--- src/hdl/assert_macros.svh ---
// Assertion macros shared by the framer RTL.
`ifndef ASSERT_MACROS_SVH
`define ASSERT_MACROS_SVH

// Check an implication on every rising clock edge outside reset.
`define DSFE_ASSERT(label, clk, rst_n, prop, msg) \
    label: assert property (@(posedge clk) disable iff (!rst_n) prop) else $error(msg);

// Check that a condition never holds on a rising clock edge outside reset.
`define DSFE_NEVER(label, clk, rst_n, cond, msg) \
    label: assert property (@(posedge clk) disable iff (!rst_n) !(cond)) else $error(msg);

`endif

--- src/hdl/dsfe_pkg.sv ---
// Types, constants and helper functions shared by the framer modules.
package dsfe_pkg;

    localparam int QUEUE_DEPTH = 2;
    localparam int APB_ADDR_W  = 5;
    localparam int APB_DATA_W  = 32;

    localparam logic [2:0] REG_START_CODE  = 3'd0;
    localparam logic [2:0] REG_END_CODE    = 3'd1;
    localparam logic [2:0] REG_ESCAPE_CODE = 3'd2;
    localparam logic [2:0] REG_START_SUB   = 3'd3;
    localparam logic [2:0] REG_END_SUB     = 3'd4;

    localparam logic [7:0] RESET_START_CODE  = 8'd2;
    localparam logic [7:0] RESET_END_CODE    = 8'd3;
    localparam logic [7:0] RESET_ESCAPE_CODE = 8'd16;
    localparam logic [7:0] RESET_START_SUB   = 8'd18;
    localparam logic [7:0] RESET_END_SUB     = 8'd19;

    typedef struct packed {
        logic [7:0] start_code;
        logic [7:0] end_code;
        logic [7:0] escape_code;
        logic [7:0] start_substitute;
        logic [7:0] end_substitute;
    } cfg_t;

    typedef enum logic [1:0] {
        KIND_PLAIN = 2'd0,
        KIND_START = 2'd1,
        KIND_END   = 2'd2,
        KIND_ESC   = 2'd3
    } kind_t;

    typedef struct packed {
        logic [7:0] data;
        kind_t      data_kind;
        logic [7:0] sum;
        kind_t      sum_kind;
        logic       open;
        logic       last;
    } desc_t;

    typedef enum logic [5:0] {
        PH_START = 6'b000001,
        PH_DATA0 = 6'b000010,
        PH_DATA1 = 6'b000100,
        PH_SUM0  = 6'b001000,
        PH_SUM1  = 6'b010000,
        PH_END   = 6'b100000
    } phase_t;

    function automatic kind_t classify(input logic [7:0] b, input cfg_t c);
        kind_t k;
        if (b == c.start_code)
            k = KIND_START;
        else if (b == c.end_code)
            k = KIND_END;
        else if (b == c.escape_code)
            k = KIND_ESC;
        else
            k = KIND_PLAIN;
        return k;
    endfunction

    function automatic logic [7:0] second_byte(input kind_t k, input logic [7:0] b,
                                               input cfg_t c);
        logic [7:0] r;
        case (k)
            KIND_START: r = c.start_substitute;
            KIND_END:   r = c.end_substitute;
            KIND_ESC:   r = c.escape_code;
            default:    r = b;
        endcase
        return r;
    endfunction

endpackage

--- src/hdl/dsfe_regs.sv ---
// Configuration register file behind the APB-style port.
module dsfe_regs
(
    input  logic                              clk,
    input  logic                              rst_n,
    input  logic                              psel,
    input  logic                              penable,
    input  logic                              pwrite,
    input  logic [dsfe_pkg::APB_ADDR_W-1:0]   paddr,
    input  logic [dsfe_pkg::APB_DATA_W-1:0]   pwdata,
    output logic [dsfe_pkg::APB_DATA_W-1:0]   prdata,
    output logic                              pready,
    output dsfe_pkg::cfg_t                    cfg
);

    dsfe_pkg::cfg_t cfg_reg;
    dsfe_pkg::cfg_t cfg_next;
    logic [2:0]     index;
    logic           wr_en;
    logic [7:0]     rd_byte;

    assign pready = 1'b1;
    assign index  = paddr[4:2];
    assign wr_en  = psel & penable & pwrite & pready;
    assign cfg    = cfg_reg;

    always_comb
    begin
        cfg_next = cfg_reg;
        if (wr_en)
        begin
            case (index)
                dsfe_pkg::REG_START_CODE:  cfg_next.start_code       = pwdata[7:0];
                dsfe_pkg::REG_END_CODE:    cfg_next.end_code         = pwdata[7:0];
                dsfe_pkg::REG_ESCAPE_CODE: cfg_next.escape_code      = pwdata[7:0];
                dsfe_pkg::REG_START_SUB:   cfg_next.start_substitute = pwdata[7:0];
                dsfe_pkg::REG_END_SUB:     cfg_next.end_substitute   = pwdata[7:0];
                default:                   cfg_next = cfg_reg;
            endcase
        end
    end

    always_ff @(posedge clk or negedge rst_n)
    begin
        if (!rst_n)
        begin
            cfg_reg.start_code       <= dsfe_pkg::RESET_START_CODE;
            cfg_reg.end_code         <= dsfe_pkg::RESET_END_CODE;
            cfg_reg.escape_code      <= dsfe_pkg::RESET_ESCAPE_CODE;
            cfg_reg.start_substitute <= dsfe_pkg::RESET_START_SUB;
            cfg_reg.end_substitute   <= dsfe_pkg::RESET_END_SUB;
        end
        else
        begin
            cfg_reg <= cfg_next;
        end
    end

    always_comb
    begin
        case (index)
            dsfe_pkg::REG_START_CODE:  rd_byte = cfg_reg.start_code;
            dsfe_pkg::REG_END_CODE:    rd_byte = cfg_reg.end_code;
            dsfe_pkg::REG_ESCAPE_CODE: rd_byte = cfg_reg.escape_code;
            dsfe_pkg::REG_START_SUB:   rd_byte = cfg_reg.start_substitute;
            dsfe_pkg::REG_END_SUB:     rd_byte = cfg_reg.end_substitute;
            default:                   rd_byte = 8'd0;
        endcase
    end

    assign prdata = {{(dsfe_pkg::APB_DATA_W-8){1'b0}}, rd_byte};

endmodule

--- src/hdl/dsfe_front.sv ---
// Input side: accepts payload requests, keeps frame state and checksum, classifies bytes.
`include "assert_macros.svh"

module dsfe_front
(
    input  logic            clk,
    input  logic            rst_n,
    input  dsfe_pkg::cfg_t  cfg,
    input  logic            s_tvalid,
    output logic            s_tready,
    input  logic [7:0]      s_tdata,    // [7:0] payload_byte
    input  logic            s_tlast,    // frame_last
    input  logic            q_full,
    output logic            push,
    output dsfe_pkg::desc_t push_desc
);

    logic       in_frame_reg;
    logic       in_frame_next;
    logic [7:0] sum_reg;
    logic [7:0] sum_next;
    logic [7:0] sum_base;
    logic [7:0] new_sum;

    assign s_tready = !q_full;
    assign push     = s_tvalid & s_tready;
    assign sum_base = in_frame_reg ? sum_reg : 8'd0;
    assign new_sum  = sum_base + s_tdata;

    always_comb
    begin
        push_desc.data      = s_tdata;
        push_desc.data_kind = dsfe_pkg::classify(s_tdata, cfg);
        push_desc.sum       = new_sum;
        push_desc.sum_kind  = dsfe_pkg::classify(new_sum, cfg);
        push_desc.open      = !in_frame_reg;
        push_desc.last      = s_tlast;
    end

    always_comb
    begin
        in_frame_next = in_frame_reg;
        sum_next      = sum_reg;
        if (push)
        begin
            in_frame_next = !s_tlast;
            sum_next      = s_tlast ? 8'd0 : new_sum;
        end
    end

    always_ff @(posedge clk or negedge rst_n)
    begin
        if (!rst_n)
        begin
            in_frame_reg <= 1'b0;
            sum_reg      <= 8'd0;
        end
        else
        begin
            in_frame_reg <= in_frame_next;
            sum_reg      <= sum_next;
        end
    end

    `DSFE_ASSERT(a_close_on_last, clk, rst_n, push && s_tlast |=> !in_frame_reg, "frame left open after last byte")
    `DSFE_ASSERT(a_open_mid_frame, clk, rst_n, push && !s_tlast |=> in_frame_reg, "frame closed before last byte")
    `DSFE_ASSERT(a_open_flag, clk, rst_n, push |-> (push_desc.open == !in_frame_reg), "start flag disagrees with frame state")

endmodule

--- src/hdl/dsfe_queue.sv ---
// Short request queue between the front and back halves.
`include "assert_macros.svh"

module dsfe_queue
#(
    parameter int DEPTH = dsfe_pkg::QUEUE_DEPTH
)
(
    input  logic            clk,
    input  logic            rst_n,
    input  logic            push,
    input  dsfe_pkg::desc_t push_desc,
    input  logic            pop,
    output logic            valid,
    output logic            full,
    output dsfe_pkg::desc_t head
);

    localparam int PTR_W = $clog2(DEPTH);
    localparam int CNT_W = $clog2(DEPTH + 1);

    dsfe_pkg::desc_t  mem_reg [DEPTH];
    logic [PTR_W-1:0] wr_ptr_reg;
    logic [PTR_W-1:0] wr_ptr_next;
    logic [PTR_W-1:0] rd_ptr_reg;
    logic [PTR_W-1:0] rd_ptr_next;
    logic [CNT_W-1:0] count_reg;
    logic [CNT_W-1:0] count_next;

    assign valid = count_reg != '0;
    assign full  = count_reg == CNT_W'(DEPTH);
    assign head  = mem_reg[rd_ptr_reg];

    always_comb
    begin
        wr_ptr_next = wr_ptr_reg;
        rd_ptr_next = rd_ptr_reg;
        count_next  = count_reg;
        if (push)
            wr_ptr_next = (wr_ptr_reg == PTR_W'(DEPTH - 1)) ? '0 : wr_ptr_reg + PTR_W'(1);
        if (pop)
            rd_ptr_next = (rd_ptr_reg == PTR_W'(DEPTH - 1)) ? '0 : rd_ptr_reg + PTR_W'(1);
        if (push && !pop)
            count_next = count_reg + CNT_W'(1);
        else if (pop && !push)
            count_next = count_reg - CNT_W'(1);
    end

    always_ff @(posedge clk)
    begin
        if (push)
            mem_reg[wr_ptr_reg] <= push_desc;
    end

    always_ff @(posedge clk or negedge rst_n)
    begin
        if (!rst_n)
        begin
            wr_ptr_reg <= '0;
            rd_ptr_reg <= '0;
            count_reg  <= '0;
        end
        else
        begin
            wr_ptr_reg <= wr_ptr_next;
            rd_ptr_reg <= rd_ptr_next;
            count_reg  <= count_next;
        end
    end

    `DSFE_NEVER(a_push_full, clk, rst_n, push && full, "push into full queue")
    `DSFE_NEVER(a_pop_empty, clk, rst_n, pop && !valid, "pop from empty queue")
    `DSFE_ASSERT(a_count_bound, clk, rst_n, count_reg <= CNT_W'(DEPTH), "queue count overflow")

endmodule

--- src/hdl/dsfe_back.sv ---
// Output side: expands each queued request into framed, stuffed line bytes.
`include "assert_macros.svh"

module dsfe_back
(
    input  logic            clk,
    input  logic            rst_n,
    input  dsfe_pkg::cfg_t  cfg,
    input  logic            q_valid,
    input  dsfe_pkg::desc_t head,
    output logic            pop,
    output logic            m_tvalid,
    input  logic            m_tready,
    output logic [7:0]      m_tdata,    // [7:0] line_byte
    output logic            m_tlast,    // run_last
    output logic            m_tuser     // frame_done
);

    dsfe_pkg::phase_t phase_reg;
    dsfe_pkg::phase_t phase_next;
    dsfe_pkg::phase_t cur_phase;
    dsfe_pkg::phase_t step_phase;
    logic             advance;
    logic             finish;
    logic             done;
    logic [7:0]       line_byte;
    logic             tvalid_reg;
    logic             tvalid_next;
    logic [7:0]       tdata_reg;
    logic             tlast_reg;
    logic             tuser_reg;

    assign cur_phase = (phase_reg == dsfe_pkg::PH_START && !head.open) ?
                       dsfe_pkg::PH_DATA0 : phase_reg;

    always_comb
    begin
        line_byte  = head.data;
        step_phase = dsfe_pkg::PH_START;
        finish     = 1'b0;
        done       = 1'b0;
        case (cur_phase)
            dsfe_pkg::PH_START:
            begin
                line_byte  = cfg.start_code;
                step_phase = dsfe_pkg::PH_DATA0;
            end
            dsfe_pkg::PH_DATA0:
            begin
                if (head.data_kind != dsfe_pkg::KIND_PLAIN)
                begin
                    line_byte  = cfg.escape_code;
                    step_phase = dsfe_pkg::PH_DATA1;
                end
                else
                begin
                    line_byte = head.data;
                    if (head.last)
                        step_phase = dsfe_pkg::PH_SUM0;
                    else
                        finish = 1'b1;
                end
            end
            dsfe_pkg::PH_DATA1:
            begin
                line_byte = dsfe_pkg::second_byte(head.data_kind, head.data, cfg);
                if (head.last)
                    step_phase = dsfe_pkg::PH_SUM0;
                else
                    finish = 1'b1;
            end
            dsfe_pkg::PH_SUM0:
            begin
                if (head.sum_kind != dsfe_pkg::KIND_PLAIN)
                begin
                    line_byte  = cfg.escape_code;
                    step_phase = dsfe_pkg::PH_SUM1;
                end
                else
                begin
                    line_byte  = head.sum;
                    step_phase = dsfe_pkg::PH_END;
                end
            end
            dsfe_pkg::PH_SUM1:
            begin
                line_byte  = dsfe_pkg::second_byte(head.sum_kind, head.sum, cfg);
                step_phase = dsfe_pkg::PH_END;
            end
            dsfe_pkg::PH_END:
            begin
                line_byte = cfg.end_code;
                finish    = 1'b1;
                done      = 1'b1;
            end
            default:
            begin
                finish = 1'b1;
            end
        endcase
    end

    assign advance = q_valid && (!tvalid_reg || m_tready);
    assign pop     = advance && finish;

    always_comb
    begin
        phase_next = phase_reg;
        if (advance)
            phase_next = finish ? dsfe_pkg::PH_START : step_phase;
    end

    always_comb
    begin
        tvalid_next = tvalid_reg;
        if (advance)
            tvalid_next = 1'b1;
        else if (m_tready)
            tvalid_next = 1'b0;
    end

    always_ff @(posedge clk or negedge rst_n)
    begin
        if (!rst_n)
        begin
            phase_reg  <= dsfe_pkg::PH_START;
            tvalid_reg <= 1'b0;
        end
        else
        begin
            phase_reg  <= phase_next;
            tvalid_reg <= tvalid_next;
        end
    end

    always_ff @(posedge clk)
    begin
        if (advance)
        begin
            tdata_reg <= line_byte;
            tlast_reg <= finish;
            tuser_reg <= done;
        end
    end

    assign m_tvalid = tvalid_reg;
    assign m_tdata  = tdata_reg;
    assign m_tlast  = tlast_reg;
    assign m_tuser  = tuser_reg;

    `DSFE_ASSERT(a_done_is_last, clk, rst_n, tvalid_reg && tuser_reg |-> tlast_reg, "end code not last of its run")
    `DSFE_ASSERT(a_no_pop_stalled, clk, rst_n, tvalid_reg && !m_tready |-> !pop, "request retired while output stalled")
    `DSFE_ASSERT(a_idle_phase, clk, rst_n, !q_valid |-> phase_reg == dsfe_pkg::PH_START, "sequencer mid-request with empty queue")

endmodule

--- src/hdl/dle_stuffed_frame_encoder_core.sv ---
// Top level of the DLE byte-stuffing framer with additive checksum.
//
// Payload bytes enter on the s_ stream with s_tlast marking a frame's final byte; framed,
// stuffed line bytes leave on the m_ stream, m_tlast closing the bytes caused by one input
// and m_tuser flagging the end code. Each input yields 1 to 6 line bytes: a start code when
// it opens a frame, the byte itself or escape plus substitute (a second escape for an escape
// byte), and on the last byte the stuffed checksum and the end code. The output sequencer emits
// one line byte per cycle while m_tready does not stall it (2 line bytes for an escaped
// mid-frame byte, 1 for a plain mid-frame byte). A two-entry queue between input and output
// lets the input side keep accepting while the output waits; the first line byte of a request
// passes through the queue entry and then the output register. Write the code registers only
// while idle. Register map (byte addresses): 0x00 start, 0x04 end, 0x08 escape, 0x0C start
// substitute, 0x10 end substitute.
module dle_stuffed_frame_encoder_core
#(
    parameter int QUEUE_DEPTH = dsfe_pkg::QUEUE_DEPTH
)
(
    input  logic                              clk,
    input  logic                              rst_n,
    input  logic                              s_tvalid,
    output logic                              s_tready,
    input  logic [7:0]                        s_tdata,    // [7:0] payload_byte
    input  logic                              s_tlast,    // frame_last
    output logic                              m_tvalid,
    input  logic                              m_tready,
    output logic [7:0]                        m_tdata,    // [7:0] line_byte
    output logic                              m_tlast,    // run_last
    output logic                              m_tuser,    // [0] frame_done
    input  logic                              psel,
    input  logic                              penable,
    input  logic                              pwrite,
    input  logic [dsfe_pkg::APB_ADDR_W-1:0]   paddr,
    input  logic [dsfe_pkg::APB_DATA_W-1:0]   pwdata,
    output logic [dsfe_pkg::APB_DATA_W-1:0]   prdata,
    output logic                              pready
);

    dsfe_pkg::cfg_t  cfg;
    dsfe_pkg::desc_t push_desc;
    dsfe_pkg::desc_t head;
    logic            push;
    logic            pop;
    logic            q_valid;
    logic            q_full;

    dsfe_regs u_regs
    (
        .clk     (clk),
        .rst_n   (rst_n),
        .psel    (psel),
        .penable (penable),
        .pwrite  (pwrite),
        .paddr   (paddr),
        .pwdata  (pwdata),
        .prdata  (prdata),
        .pready  (pready),
        .cfg     (cfg)
    );

    dsfe_front u_front
    (
        .clk       (clk),
        .rst_n     (rst_n),
        .cfg       (cfg),
        .s_tvalid  (s_tvalid),
        .s_tready  (s_tready),
        .s_tdata   (s_tdata),
        .s_tlast   (s_tlast),
        .q_full    (q_full),
        .push      (push),
        .push_desc (push_desc)
    );

    dsfe_queue #(.DEPTH(QUEUE_DEPTH)) u_queue
    (
        .clk       (clk),
        .rst_n     (rst_n),
        .push      (push),
        .push_desc (push_desc),
        .pop       (pop),
        .valid     (q_valid),
        .full      (q_full),
        .head      (head)
    );

    dsfe_back u_back
    (
        .clk      (clk),
        .rst_n    (rst_n),
        .cfg      (cfg),
        .q_valid  (q_valid),
        .head     (head),
        .pop      (pop),
        .m_tvalid (m_tvalid),
        .m_tready (m_tready),
        .m_tdata  (m_tdata),
        .m_tlast  (m_tlast),
        .m_tuser  (m_tuser)
    );

endmodule
--- config.mk ---
export PLATFORM = sky130hd
export DESIGN_NAME = dle_stuffed_frame_encoder_core
export DESIGN_NICKNAME = d
export VERILOG_FILES = /design/src/hdl/dsfe_pkg.sv /design/src/hdl/dsfe_regs.sv /design/src/hdl/dsfe_front.sv /design/src/hdl/dsfe_queue.sv /design/src/hdl/dsfe_back.sv /design/src/hdl/dle_stuffed_frame_encoder_core.sv
export VERILOG_INCLUDE_DIRS = /design/src /design/src/hdl
export SDC_FILE = /design/constraint.sdc
export NUM_CORES = 1
export LEC_CHECK = 0
export BUFFER_PORTS_ARGS = -buffer_cell sky130_fd_sc_hd__buf_2
export CAP_MARGIN = 20
export CORE_MARGIN = 4
export CORE_UTILIZATION = 50
export CTS_BUF_LIST = sky130_fd_sc_hd__clkbuf_8
export CTS_CLUSTER_SIZE = 30
export DETAILED_ROUTE_END_ITERATION = 8
export PLACE_DENSITY = 0.83
export SYNTH_ARGS = -nofsm -noshare
export SYNTH_HDL_FRONTEND = slang
export SYNTH_SLANG_ARGS = --single-unit
--- constraint.sdc ---
create_clock -name clk -period 4.1 [get_ports clk]
set_clock_uncertainty 0.1 [all_clocks]
set_input_delay 0.41 -clock clk [delete_from_list [all_inputs] [get_ports clk]]
set_output_delay 0.41 -clock clk [all_outputs]
set_load 0.02 [all_outputs]
---- Yosys cells after proc, flatten, opt, wreduce, memory -nomap -nowiden ----
Memory sizes are Yosys's and may differ from the RTL's.
Cells that the tools add are included.
word-level totals
  flip-flop bits (word level) ............. 70
  bits in latches ......................... 0
  bits in writable memories ............... 44
  ROM bits ................................ 0
  bits of input ports ..................... 53
  output and inout bits ................... 45
  memories kept ........................... 1
memory list
  memory           words  bits a word  read ports  clocked after memory_dff  wr ports  RTL line          source
  u_queue.mem_reg  2      22           1           0                         1         dsfe_queue.sv:22  dsfe_pkg::desc_t mem_reg [DEPTH];
operators by class
  add/subtract/negate cells ............... 5
  multiply operators ...................... 0
  divide/modulo/power cells ............... 0
  order comparisons ....................... 0
  equal/unequal tests ..................... 24
  shift operators ......................... 0
  muxes and demuxes ....................... 32
  bitwise gates (word level) .............. 3
  reductions and logical operators ........ 25
operators with widths
  cell                  count
  $eq A8 B8 Y1          6
  $pmux W8 S3           2
  $pmux W8 S6           1
  $pmux W8 S5           1
  $mux W8               4
  $pmux W6 S5           1
  $mux W6               4
  $mux W2               8
  $eq A6 B1 Y1 const B  2
  $eq A2 B2 Y1 const B  5
  $reduce_and A2 Y1     5
  $reduce_bool A2 Y1    5
  $mux W1               9
  $add A8 B8 Y8         1
  $logic_not A1 Y1      7
  $eq A3 B2 Y1 const B  2
  $eq A6 B2 Y1 const B  1
  $eq A6 B3 Y1 const B  1
  $eq A6 B4 Y1 const B  1
  $eq A6 B5 Y1 const B  1
  $eq A6 B6 Y1 const B  1
  $logic_and A1 B1 Y1   5
  $eq A2 B1 Y1 const B  2
  $mux W4               1
  other kinds (10)      13

---- Logic depth before layout (Yosys ltp) ----
An unclocked memory read counts as a cell.
  word-level depth ........................ 11
  depth in mapped cells ................... 11
  mapped depth without buffers ............ 10

---- Hierarchy ----
A second synthesis with hierarchy kept.
unflattened totals
  cell total of the unflattened synthesis .. 621
  area total of the unflattened synthesis .. 7,479.7 um2
by module, submodules not included
  module      instances  cells each  area an instance (um2)
  dsfe_regs   1          160         2,118.3
  dsfe_back   1          212         2,030.7
  dsfe_queue  1          84          1,780.5
  dsfe_front  1          165         1,550.2

---- Least setup slack after synthesis ----
Ideal clock, no wire load.
  kind .................................... register to register
  start point ............................. register u_front.in_frame_reg
  end point ............................... memory u_queue.mem_reg[0][2] (netlist bit) (data pin)
  library setup time ...................... 262 ps
  data arrival time ....................... 2,480 ps
  path slack .............................. 1,258 ps
  cell stages (with the launch flop) ...... 10
  clock period less this slack ............ 2,842 ps
  cells stage by stage .................... dfrtp_1 > and2_1 > ha_1 > fa_1 > a21o_1 > a21oi_1 > xnor3_1 > nor4b_1 > and3_1 > o21ai_1
RTL lines
  element                 RTL line          source
  from (decl)             dsfe_front.sv:18  logic in_frame_reg;
  from (signal assigned)  dsfe_front.sv:60  in_frame_reg <= in_frame_next;
  to (decl)               dsfe_queue.sv:22

==> metrics.txt <==
CTS Buf Count 17; Max-cap violations 0; fmax 305 MHz; all-layer global routing usage 22.2%; clk sink count 114; DR vias/cell 6.23; first-pass GRT wire length 27300 µm; final setup vio count 0; GR Layer Usage met3 4.86%; DR WL/cell 21.3 µm; met2 Use GR 36.1%; Tmin final 3.28 ns; total setup buffers inserted after CTS 0; post-route ant nets 0; average cell area after synthesis 11.6 µm²; vias in the first global route 5040; Port Buffers 46; layer with the highest usage met2; drt total wl 17500 µm; die span in y 126 µm; grt ovf 0; Die ar. 15800 µm²; RSZ-0062 raised after global routing no; Total Power 5.23 mW; Yosys cell types 76; P per Cell Area 695 nW/µm²; # hold bufs at CTS 0; largest fanout on the critical path 10; root buf cell clkbuf_8; initial antenna violation count 0; commonest cells in the netlist mux2_2, edfxtp_1, dfrtp_1; critical path endpoint category register; total number of yosys warnings 0; Min Hold Slack 0.0349 ns; asr flop ratio synth 52.6%; top-count cell post-synth mux2_2; TritonCTS clock tree done; Post-Synthesis Cells 596; Relative slew margins 26.8%; Longest Clk Path Bufs 2; Layout Cells excl Fill 821; share of cells above drive strength 1 25.6%; HPWL Detailed 12600 µm; core area 13400 µm²; Tightest Pin Transition 1.09 ns; DP Cell Count 787; sum of negative setup slack 0 ns; Synth area leader edfxtp_1; Final Cycle Share 80.1%; CP Data Required Time 4.19 ns; n_diodes 0; leak pwr 3.13 nW; Final Hold Viols 0; maximum number of pins on one net before global-route repair 61; CP arrival 3.38 ns; Post-synth top flop edfxtp_1; Layout Nets 694; Syn-to-layout area delta 8.83%; number of synthesized flops with an enable pin 54; setup ws final 0.816 ns; Starting Density 51.6%; PostCTS Resize Cnt 0; synthesized area 6910 µm²; DRC 0; drt initial violations 617; top cells by area, synth edfxtp_1, dfrtp_1, mux2_2; DIE WIDTH 126 µm; Skew-Pair Late Insertion Delay 0.45 ns; max reg flops 44; Worst Hold Class in -> async; Clock Pin Slew Worst Setup and Hold Paths 0.07 ns; DR pass1 iterations 7; Crit Path Class reg -> reg; Max Slew Vio Count 0; vias 5117; Fillers 1115; Post-Place Setup Slack 0.863 ns; GPL Wtd Cong 0.983; peak supply drop 0.250 mV; sequential fraction of the synthesis area 45.3%; Yosys top cell area share 23.5%; status finished clean; crit start category register; row cnt 42; Seq cells post-synth 114; M1 GR Usage 28.7%; IO Count 98; number of H-tree levels 4
worst max-delay path, cell delays in order (launching register included):
cell and delay (ns):
dfrtp_1 0.47, and2_1 0.19, ha_1 0.22, fa_1 0.45, xor2_1 0.54, xnor2_1 0.19
o311ai_1 0.13, nor4b_1 0.44, and3_1 0.22, o21ai_1 0.09
stage by stage:
| stage | instance area (µm²) | utilization [%] |
|---|---|---|
| 2_1_floorplan | 7000 | - |
| 3_3_place_gp | 7140 | 53.2 |
| 3_5_place_dp | 7160 | 53.4 |
| 4_1_cts | 7500 | 56.0 |
| 5_1_grt | 7520 | 56.2 |
| 6_report | 7520 | 56.2 |
power by group:
part	switching [mW]	internal, mW
Combinational	1.32	0.990
Sequential	0.352	1.64
Clock	0.439	0.481
Total	2.11	3.12
metal layers:
layer,vias up,part of all wire (%)
met5,-,0
met4,0,2.5
met3,43,8.2
met2,272,50
met1,2535,40
li1,2267,-
kinds of logic (layout without fill, tap and decap cells):
kind of cell | Yosys count | in the layout | share of synthesized area (%)
simple gates | 117 | 117 | 9.70
other cells | 2 | 25 | 0.109
fa+ha+maj | 9 | 9 | 1.74
compound gates | 134 | 134 | 14.5
xor+xnor | 66 | 66 | 9.55
buf+inv | 69 | 95 | 5.47
flops | 114 | 114 | 45.3
mux | 85 | 85 | 13.6
area by class of cell:
type / count / area, µm² / area share (%)
clock buffers: 22 / 303 / 4.02
well taps: 176 / 220 / 2.93
repair buffers: 53 / 295 / 3.92
flip-flops and latches: 114 / 3140 / 41.7
clock inverters: 10 / 43.8 / 0.582
inverters: 10 / 37.5 / 0.499
multi-input cells: 436 / 3490 / 46.4
final timing paths:
kind	from	endpoint	slack (ns)	cells after the start
min in group clk	s_tlast	u_queue.mem_reg[0][0]	0.12	1
worst min register to register	u_back.m_tvalid	u_back.m_tvalid	0.40	2
worst min-delay path	rst_n	u_regs.cfg[2]	0.03	2
worst max-delay path	u_front.in_frame_reg	u_queue.mem_reg[1][2]	0.82	9
worst max register to register	u_front.in_frame_reg	u_queue.mem_reg[1][2]	0.82	9
max in group asynchronous	rst_n	u_front.sum_reg[0]	3.36	2
cells in the final DEF, fill, tap and decap left out, drive strengths merged, types with 9 or more instances in the layout:
master  netlist  layout
buf          39      53
o22ai         9       9
conb          2      25
nor2         25      25
o221ai        9       9
mux2i        25      25
and2          9       9
o211ai       13      13
xor2         20      20
a21oi        12      12
clkbuf       20      22
mux2         60      60
dfstp        10      10
dfrtp        50      50
edfxtp       54      54
xnor2        40      40
a22oi        24      24
a22o         11      11
o21ai        17      17
nand2        30      30
inv          10      15
Note: power is estimated with default switching activity, not from simulation.
